File: src/hw/rtl/sfr_pkg.sv
// Shared types and constants for the STX/ETX frame receiver with XOR LRC.
`timescale 1ns / 1ps

package sfr_pkg;

    // Framing bytes
    localparam logic [7:0] STX_CODE = 8'h02;
    localparam logic [7:0] ETX_CODE = 8'h03;

    // Frame layout: STX at 0, stamp 1..8, value 9..12, LRC 13, ETX 14
    localparam int unsigned FRAME_LEN  = 15;
    localparam int unsigned LRC_OFFSET = 13;
    localparam int unsigned STAMP_LAST = 8;
    localparam int unsigned POS_W      = 4;

    localparam logic [POS_W-1:0] POS_FIRST = POS_W'(1);
    localparam logic [POS_W-1:0] POS_STAMP = POS_W'(STAMP_LAST);
    localparam logic [POS_W-1:0] POS_LRC   = POS_W'(LRC_OFFSET);
    localparam logic [POS_W-1:0] POS_ETX   = POS_W'(FRAME_LEN - 1);

    // Configuration register indexes
    localparam logic REG_ENABLE = 1'b0;

    // Result status codes
    typedef enum logic [1:0] {
        ST_GOOD   = 2'd0,
        ST_LENGTH = 2'd1,
        ST_LRC    = 2'd2
    } status_t;

    // One result of the frame parser
    typedef struct packed {
        status_t     status;
        logic [63:0] stamp;
        logic [31:0] value_bits;
        logic [7:0]  lrc_computed;
        logic [7:0]  lrc_received;
    } sfr_result_t;

endpackage

File: src/hw/rtl/sfr_parser.sv
// Frame parser: STX hunt, field collection, LRC check and ETX check.
`timescale 1ns / 1ps

module sfr_parser (
    input  logic                clk,
    input  logic                rst_n,
    input  logic                enable,
    input  logic                step,
    input  logic [7:0]          rx_byte,
    output logic                has_result,
    output sfr_pkg::sfr_result_t result
);
    import sfr_pkg::*;

    typedef enum logic [1:0] {
        HUNT    = 2'b01,
        COLLECT = 2'b10
    } state_t;

    state_t             state_reg, state_next;
    logic [POS_W-1:0]   pos_reg, pos_next;
    logic [7:0]         lrc_accum_reg, lrc_accum_next;
    logic [63:0]        stamp_reg, stamp_next;
    logic [31:0]        value_reg, value_next;
    logic [7:0]         lrc_byte_reg, lrc_byte_next;

    logic is_stx;
    logic is_etx;
    logic at_last;

    assign is_stx  = (rx_byte == STX_CODE);
    assign is_etx  = (rx_byte == ETX_CODE);
    assign at_last = (pos_reg >= POS_ETX);

    // Result decode for the byte at hand
    always_comb
    begin
        has_result = 1'b0;
        result     = '{status: ST_LENGTH, stamp: '0, value_bits: '0,
                       lrc_computed: '0, lrc_received: '0};
        if (enable && state_reg == COLLECT)
        begin
            if (at_last && is_etx)
            begin
                has_result          = 1'b1;
                result.status       = (lrc_accum_reg == lrc_byte_reg) ? ST_GOOD : ST_LRC;
                result.stamp        = stamp_reg;
                result.value_bits   = value_reg;
                result.lrc_computed = lrc_accum_reg;
                result.lrc_received = lrc_byte_reg;
            end
            else if (at_last || is_etx)
            begin
                has_result = 1'b1;
            end
        end
    end

    // Next-state logic
    always_comb
    begin
        state_next     = state_reg;
        pos_next       = pos_reg;
        lrc_accum_next = lrc_accum_reg;
        stamp_next     = stamp_reg;
        value_next     = value_reg;
        lrc_byte_next  = lrc_byte_reg;
        if (step && enable)
        begin
            unique case (state_reg)
                HUNT:
                begin
                    if (is_stx)
                    begin
                        state_next     = COLLECT;
                        pos_next       = POS_FIRST;
                        lrc_accum_next = '0;
                        stamp_next     = '0;
                        value_next     = '0;
                        lrc_byte_next  = '0;
                    end
                end
                COLLECT:
                begin
                    if (at_last || is_etx)
                    begin
                        state_next = HUNT;
                        pos_next   = '0;
                    end
                    else
                    begin
                        // Stamp bytes, then value bytes, then the LRC byte
                        if (pos_reg <= POS_STAMP)
                        begin
                            stamp_next     = {stamp_reg[55:0], rx_byte};
                            lrc_accum_next = lrc_accum_reg ^ rx_byte;
                        end
                        else if (pos_reg < POS_LRC)
                        begin
                            value_next     = {value_reg[23:0], rx_byte};
                            lrc_accum_next = lrc_accum_reg ^ rx_byte;
                        end
                        else
                        begin
                            lrc_byte_next = rx_byte;
                        end
                        pos_next = pos_reg + POS_W'(1);
                    end
                end
                default:
                begin
                    state_next = HUNT;
                    pos_next   = '0;
                end
            endcase
        end
    end

    // State registers
    always_ff @(posedge clk or negedge rst_n)
    begin
        if (!rst_n)
        begin
            state_reg     <= HUNT;
            pos_reg       <= '0;
            lrc_accum_reg <= '0;
            stamp_reg     <= '0;
            value_reg     <= '0;
            lrc_byte_reg  <= '0;
        end
        else
        begin
            state_reg     <= state_next;
            pos_reg       <= pos_next;
            lrc_accum_reg <= lrc_accum_next;
            stamp_reg     <= stamp_next;
            value_reg     <= value_next;
            lrc_byte_reg  <= lrc_byte_next;
        end
    end

endmodule

File: src/hw/rtl/stx_etx_frame_receiver_lrc.sv
// Top level: STX/ETX frame receiver with XOR LRC check and APB enable register.
// Path: a byte accepted into the input register is parsed from there; its result,
//   if any, is loaded into the output register (two register stages).
// Throughput: one byte per cycle; the input stage stalls only while a result
//   waits in the output register and the next byte would give another one.
// Reset: rst_n clears enable, the frame state (hunting) and both valid flags.
`timescale 1ns / 1ps

module stx_etx_frame_receiver_lrc (
    input  logic                  clk,
    input  logic                  rst_n,
    // APB configuration port
    input  logic                  psel,
    input  logic                  penable,
    input  logic                  pwrite,
    input  logic [2:0]            paddr,
    input  logic [31:0]           pwdata,
    output logic [31:0]           prdata,
    output logic                  pready,
    // Byte input
    input  logic                  in_valid,
    output logic                  in_ready,
    input  logic [7:0]            rx_byte,
    // Result output
    output logic                  out_valid,
    input  logic                  out_ready,
    output sfr_pkg::status_t      status,
    output logic [63:0]           stamp,
    output logic [31:0]           value_bits,
    output logic [7:0]            lrc_computed,
    output logic [7:0]            lrc_received
);
    import sfr_pkg::*;

    logic        enable_reg, enable_next;
    logic        s1_valid_reg, s1_valid_next;
    logic [7:0]  s1_byte_reg;
    logic        out_valid_reg, out_valid_next;
    sfr_result_t out_result_reg;

    logic        cfg_write;
    logic        s1_fire;
    logic        has_result;
    sfr_result_t result;

    // APB register access
    assign pready    = 1'b1;
    assign cfg_write = psel && penable && pwrite;
    assign prdata    = (paddr[2] == REG_ENABLE) ? {31'b0, enable_reg} : 32'b0;

    always_comb
    begin
        enable_next = enable_reg;
        if (cfg_write && paddr[2] == REG_ENABLE)
        begin
            enable_next = pwdata[0];
        end
    end

    // Frame parser
    sfr_parser u_parser (
        .clk        (clk),
        .rst_n      (rst_n),
        .enable     (enable_reg),
        .step       (s1_fire),
        .rx_byte    (s1_byte_reg),
        .has_result (has_result),
        .result     (result)
    );

    // Stage advance: the held byte moves on unless its result has no room
    assign s1_fire  = s1_valid_reg && (!has_result || !out_valid_reg || out_ready);
    assign in_ready = !s1_valid_reg || s1_fire;

    always_comb
    begin
        s1_valid_next = s1_valid_reg;
        if (in_valid && in_ready)
        begin
            s1_valid_next = 1'b1;
        end
        else if (s1_fire)
        begin
            s1_valid_next = 1'b0;
        end
    end

    always_comb
    begin
        out_valid_next = out_valid_reg;
        if (s1_fire && has_result)
        begin
            out_valid_next = 1'b1;
        end
        else if (out_ready)
        begin
            out_valid_next = 1'b0;
        end
    end

    // Control registers
    always_ff @(posedge clk or negedge rst_n)
    begin
        if (!rst_n)
        begin
            enable_reg    <= 1'b0;
            s1_valid_reg  <= 1'b0;
            out_valid_reg <= 1'b0;
        end
        else
        begin
            enable_reg    <= enable_next;
            s1_valid_reg  <= s1_valid_next;
            out_valid_reg <= out_valid_next;
        end
    end

    // Payload registers
    always_ff @(posedge clk)
    begin
        if (in_valid && in_ready)
        begin
            s1_byte_reg <= rx_byte;
        end
        if (s1_fire && has_result)
        begin
            out_result_reg <= result;
        end
    end

    assign out_valid    = out_valid_reg;
    assign status       = out_result_reg.status;
    assign stamp        = out_result_reg.stamp;
    assign value_bits   = out_result_reg.value_bits;
    assign lrc_computed = out_result_reg.lrc_computed;
    assign lrc_received = out_result_reg.lrc_received;

    // Checks
    a_length_zero: assert property (@(posedge clk) disable iff (!rst_n)
        out_valid && status == ST_LENGTH |->
            stamp == 64'b0 && value_bits == 32'b0 &&
            lrc_computed == 8'b0 && lrc_received == 8'b0)
        else $error("length error result carries nonzero fields");

    a_good_lrc: assert property (@(posedge clk) disable iff (!rst_n)
        out_valid && status == ST_GOOD |-> lrc_computed == lrc_received)
        else $error("good frame with mismatched LRC");

    a_status_code: assert property (@(posedge clk) disable iff (!rst_n)
        out_valid |-> status == ST_GOOD || status == ST_LENGTH || status == ST_LRC)
        else $error("undefined status code on output");

    a_stall_cause: assert property (@(posedge clk) disable iff (!rst_n)
        !in_ready |-> s1_valid_reg && has_result && out_valid_reg && !out_ready)
        else $error("input stalled without a blocked result");

endmodule
File: config.mk
export PLATFORM = sky130hd
export DESIGN_NAME = stx_etx_frame_receiver_lrc
export DESIGN_NICKNAME = d
export VERILOG_FILES = /design/src/hw/rtl/sfr_pkg.sv /design/src/hw/rtl/sfr_parser.sv /design/src/hw/rtl/stx_etx_frame_receiver_lrc.sv
export SDC_FILE = /design/constraint.sdc
export NUM_CORES = 1
export LEC_CHECK = 0
export ABC_AREA = 1
export BUFFER_PORTS_ARGS = -buffer_cell sky130_fd_sc_hd__buf_2
export CORE_MARGIN = 2
export CORE_UTILIZATION = 45
export CTS_CLUSTER_DIAMETER = 50
export CTS_CLUSTER_SIZE = 16
export DETAILED_ROUTE_END_ITERATION = 10
export PLACE_DENSITY = 0.75
export SYNTH_ARGS = -nofsm -noshare
export SYNTH_HDL_FRONTEND = slang
export SYNTH_SLANG_ARGS = --single-unit
export TNS_END_PERCENT = 30
File: constraint.sdc
create_clock -name clk -period 5.4 [get_ports clk]
set_input_delay 0.81 -clock clk [delete_from_list [all_inputs] [get_ports clk]]
set_output_delay 0.81 -clock clk [all_outputs]
set_load 0.02 [all_outputs]
# Yosys cells after proc, flatten, opt, wreduce, memory -nomap -nowiden
# Index checks and enable logic that the tools add are counted.
[op_classes]
bitwise = 2
add_sub_neg = 1
mux = 33
eq_ne = 13
shifts = 0
n_div = 0
order_cmp = 3
n_mul = 0
n_reduce_logical = 26
[ops]
columns = ["operator", "count"]
rows = [
  ["$mux 64", 3],
  ["$mux 32", 4],
  ["$pmux 64 s2", 1],
  ["$pmux 32 s2", 1],
  ["$mux 8", 7],
  ["$pmux 8 s2", 2],
  ["$eq 8x2->1 const B", 2],
  ["$ne 2x2->1 const B", 6],
  ["$reduce_and 6->1", 2],
  ["$reduce_and 5->1", 2],
  ["$logic_and 1x1->1", 9],
  ["$eq 8x8->1", 1],
  ["$mux 1", 8],
  ["$mux 4", 2],
  ["$pmux 4 s2", 1],
  ["$xor 8x8->8", 1],
  ["$mux 2", 3],
  ["$reduce_bool 2->1", 3],
  ["$add 4x1->4 const B", 1],
  ["$ge 4x4->1 const B", 1],
  ["$le 4x4->1 const B", 1],
  ["$logic_or 1x1->1", 4],
  ["$lt 4x4->1 const B", 1],
  ["$pmux 2 s2", 1],
  ["other kinds (8)", 11],
]
[word_totals]
input_bits = 50
ramBits = 0
rom_bits = 0
reg_bits = 243
latchBits = 0
elab_cells = 93
memories = 0
out_inout_bits = 149

# Longest topological paths before layout
[logic_depth]
word_depth = 12
mapped_depth = 13
ltp_nobuf = 12

# Modules after synthesis
# Synthesis repeated with hierarchy kept, for this count alone.
[hier_totals]
hier_cells = 1208
hier_area_um2 = 11039.3
[by_module_without_submodules]
columns = ["mod", "area_each_um2", "cells_per_inst", "n_inst", "seq_area_each_um2"]
rows = [
  ["sfr_parser", 6956.7, 1027, 1, 2954.1],
  ["stx_etx_frame_receiver_lrc", 4082.7, 181, 1, 3738.6],
]

# Worst setup path before layout
# OpenSTA, ideal clock, no wires.
[synth_timing]
kind = "reg2reg"
startpoint = "reg u_parser.state_reg[0]"
endpoint = "reg out_result_reg (netlist bit lrc_computed[0]), enable pin"
arrival_ns = 3.443
setup_ns = 0.467
period_less_slack_ns = 3.910
t_required_ns = 4.933
setup_slack_ns = 1.490
path_stages_with_launch = 9
cell_sequence = "dfstp_2 > inv_1 > ha_1 > buf_4 > nand2_1 > nor3_2 > nand2_4 > nand4_1 > inv_1"
[synth_between]
elab_chain_len = 8
[synth_rtl]
columns = ["item", "line", "text"]
rows = [
  ["start: declaration", "sfr_parser.sv:20", "state_t state_reg, state_next;"],
  ["start signal: assignment", "sfr_parser.sv:133", "state_reg <= state_next;"],
  ["$eq 2x2->1 *", "sfr_parser.sv:41", "if (enable && state_reg == COLLECT)"],
  ["$logic_and 1x1->1 *", "sfr_parser.sv:41", ""],
  ["$mux 1 *", "sfr_parser.sv:41", ""],
  ["$logic_not 1->1", "stx_etx_frame_receiver_lrc.sv:72", "assign s1_fire = s1_valid_reg && (!has_result || !out_valid_reg || out_ready);"],
  ["$logic_or 1x1->1 (2 in series)", "stx_etx_frame_receiver_lrc.sv:72", ""],
  ["$logic_and 1x1->1", "stx_etx_frame_receiver_lrc.sv:72", ""],
  ["$logic_and 1x1->1 *", "stx_etx_frame_receiver_lrc.sv:125", "if (s1_fire && has_result)"],
  ["end signal: assignment", "stx_etx_frame_receiver_lrc.sv:127", "out_result_reg <= result;"],
  ["end: declaration", "stx_etx_frame_receiver_lrc.sv:39", "sfr_result_t out_result_reg;"],
]
# Every way passes the cells marked *; elsewhere a longest branch is shown, timed or not.
# A chain may end at the register's enable or synchronous reset.

# Worst setup path in the final report
[layout_timing]
startpoint = "reg u_parser.pos_reg[0]"
endpoint = "reg u_parser.stamp_reg[46]"
[layout_between]
elab_chain_len = 11
elab_cells_between_ends = 15
classes_between = "order compare (2); eq/ne (2); mux (3); reduce/logical (8)"
[layout_rtl]
columns = ["item", "line", "text"]
rows = [
  ["start: declaration", "sfr_parser.sv:21", "logic [POS_W-1:0] pos_reg, pos_next;"],
  ["start signal: assignment", "sfr_parser.sv:134", "pos_reg <= pos_next;"],
  ["$ge 4x4->1", "sfr_parser.sv:33", "assign at_last = (pos_reg >= POS_ETX);"],
  ["$logic_or 1x1->1", "sfr_parser.sv:52, sfr_parser.sv:85", ""],
  ["$mux 1", "sfr_parser.sv:52", "else if (at_last || is_etx)"],
  ["$mux 1", "sfr_parser.sv:43", "if (at_last && is_etx)"],
  ["$mux 1", "sfr_parser.sv:41", ""],
  ["$logic_not 1->1", "stx_etx_frame_receiver_lrc.sv:72", ""],
  ["$logic_or 1x1->1 (2 in series)", "stx_etx_frame_receiver_lrc.sv:72", ""],
  ["$logic_and 1x1->1", "stx_etx_frame_receiver_lrc.sv:72", ""],
  ["$logic_and 1x1->1", "sfr_parser.sv:68", "if (step && enable)"],
  ["$reduce_and 5->1 (no source line) *", "--", ""],
  ["end signal: assignment", "sfr_parser.sv:136", "stamp_reg <= stamp_next;"],
  ["end: declaration", "sfr_parser.sv:23", "logic [63:0] stamp_reg, stamp_next;"],
]
# Marked as above.

==> out/qor.yml <==
synthesis:
  synthTopCellsByArea: "edfxtp_1, dfrtp_1, nand2_1"
  synth_area_um2: 11300
  synth_seq_area_share: 0.595
  syn_avg_cell_area_um2: 9.26
  async_reset_ff_frac: 0.498
  yosys.area.top_type_share: 0.326
  synth-main-ff-cell: "edfxtp_1"
  synth_common_cells: "nand2_1, inv_1, nor2_1, edfxtp_1, dfrtp_1"
  ys_types: 35
  synth_enable_flop_cells: 122
  yosys_warnings: 0
  synth_most_common_cell: "nand2_1"
  synth_cells: 1215
  ys_ff_latch: 243
  synth_top_area_cell: "edfxtp_1"
clock_network:
  numCtsBuffers: 27
  post_cts_buffers: 0
  cts_max_level: 1
  insertion_delay_ns: 0.54
  post_cts_resized: 0
  cts_tree: "built"
  cts_root_buf: "clkbuf_16"
  cts_sinks: 243
  path_clk_slew_ns: 0.06
  postCtsHoldBufs: 0
  clock_path_buffers: 3
critical_path:
  worstPathRequired_ns: 5.81
  crit_top_cell: "nand2_4"
  cp_cell_sequence: "inv_1 -> ha_1 -> nor2_1 -> nor2_1 -> inv_2 -> nand2_4 -> nand2_4 -> nand2_4 -> nor2_8 -> buf_4 -> nand2_4 -> nand2_1 -> nand2_1"
  max_stage_delay_ns: 0.79
  critPathLaunchType: "flip-flop"
  cp.arrival_ns: 3.75
  reg2reg_depth: 13
  critical_path_class: "reg2reg"
  cp-end-kind: "flip-flop"
  cpMaxStageDelayCell: "buf_4"
  worst-path-max-fanout: 76
min_path:
  hold_class: "in2async"
detailed_routing:
  drc: 0
  ant_nets: 0
  wl_per_cell_um: 13.7
  num_vias: 7857
  routed_wl_um: 23000
  first_pass_iters: 7
  drtIter0Drc: 707
  detail_route.vias_per_cell: 4.69
finish:
  nFillCells: 2204
  syn2layout_area_growth_pct: 14.1
  diodes: 0
  register_area_um2: 6690
  drive_gt1_frac: 0.200
  nets: 1385
  multi_input_area_um2: 3270
  utilization: 0.525
timing:
  skew_ns: 0.0152
  setup_viol: 0
  max_freq_mhz: 299
  final_hold_viol_count: 0
  rsz0062_at_grt: "no"
  worst_pin_slew_ns: 1.11
  slew_headroom: 0.262
  drv_slew: 0
  fin_crit_sh: 0.618
  setup-tns-final_ns: 0
  finalCriticalPeriod_ns: 3.34
placed_design:
  dp_hpwl_um: 14400
  port_buffers: 133
  place_congestion: 0.803
pwr:
  p_total_mw: 4.92
  ir_worst_vdd_mv: 0.336
  leakagePower_nw: 6.31
  cellPowerDensity_nw_per_um2: 383
flow_run:
  cap_violations: 0
floorplan:
  rows: 57
  die_w_um: 162
  start_util: 0.460
  ios: 199
  dieArea_um2: 26300
  fp.dieH_um: 162
  core_area_um2: 24500
global_routing:
  grt_max_degree: 99
  antenna_found_initial: 0
  grt_pass1_vias: 7458
  grtUsageTotal: 0.178
  overflow: 0
  grt_pass1_wl_um: 37900
status:
  status: "finished clean"
-- worst paths after layout --
path | start | endpoint | slack [ns]
setup / recovery | u_parser.pos_reg[0] | u_parser.stamp_reg[46] | 2.06
hold / removal | rst_n | u_parser.value_reg[6] | 0.39
setup reg to reg | u_parser.pos_reg[0] | u_parser.stamp_reg[46] | 2.06
hold reg to reg | u_parser.stamp_reg[62] | u_parser.stamp_reg[62] | 0.48
max in group asynchronous | rst_n | u_parser.stamp_reg[20] | 4.25
min in group clk | rx_byte[5] | s1_byte_reg[5] | 0.45
-- per-layer routing --
metal | routed length [µm] | global-route usage | up-vias | share of wire
met5 | 0 | 0 | - | 0
met2 | 10900 | 0.289 | 236 | 0.47
li1 | - | - | 3868 | -
met3 | 1170 | 0.0197 | 46 | 0.051
met1 | 10200 | 0.251 | 3707 | 0.44
met4 | 685 | 0.0587 | 0 | 0.030
-- cell usage in the layout (no fill, tap or decap), types with 4 or more instances in the layout --
cell        instances
inv_6               5
buf_4              10
nand3_2            51
conb_1             32
inv_1             217
nand2_1           361
clkinvlp_4          5
dfrtp_1           120
nand2_2             5
buf_2             132
ha_1                4
nor2_1            127
clkbuf_16          27
nand4_1             4
edfxtp_1          122
o21ai_0             6
nand2_4             5
clkinv_4            4
inv_2               4
a21oi_1            10
nand3_1            70
-- logic make-up after synthesis --
logic type / count (synthesis) / synth area share
and+or+nand+nor: 631 / 0.256
buffers and inverters: 308 / 0.127
DFF: 243 / 0.595
AOI/OAI and AO/OA: 22 / 0.0131
adders and majority gates: 5 / 0.00556
xor gates and xnor gates: 4 / 0.00311
other: 2 / 0.000667
-- power by group --
group | switching [mW] | leakage [nW] | internal [mW] | total, mW
clock | 0.822 | 0.426 | 1.00 | 1.82
sequential | 0.130 | 2.84 | 2.06 | 2.19
combinational | 0.679 | 3.04 | 0.218 | 0.897
-- per-stage QoR --
step	worst slack [ns]	instances	hold slack, ns	cell area [µm²]
floorplan	1.49	1245	0.442	11400
global placement	2.16	1625	0.456	11900
detailed placement	2.09	1625	0.464	11900
CTS	2.09	1674	0.403	12800
global route	1.77	1674	0.432	12800
finish	2.06	1674	0.387	12800
-- worst max-delay path: cells and delay by family (launching register included) --
family,cells,cell delay [ns]
and+or+nand+nor,9,1.49
buffers and inverters,3,1.00
DFF,1,0.40
adders and majority gates,1,0.20
-- area by class of cell --
type,count,area share
clock buffer,27,0.0526
clock inverter,22,0.0173
inverter,222,0.0651
multi-input combinational,694,0.255
sequential,243,0.521
tap,324,0.0316
timing repair buffer,142,0.0573
Power figures use the tool's default switching activity.
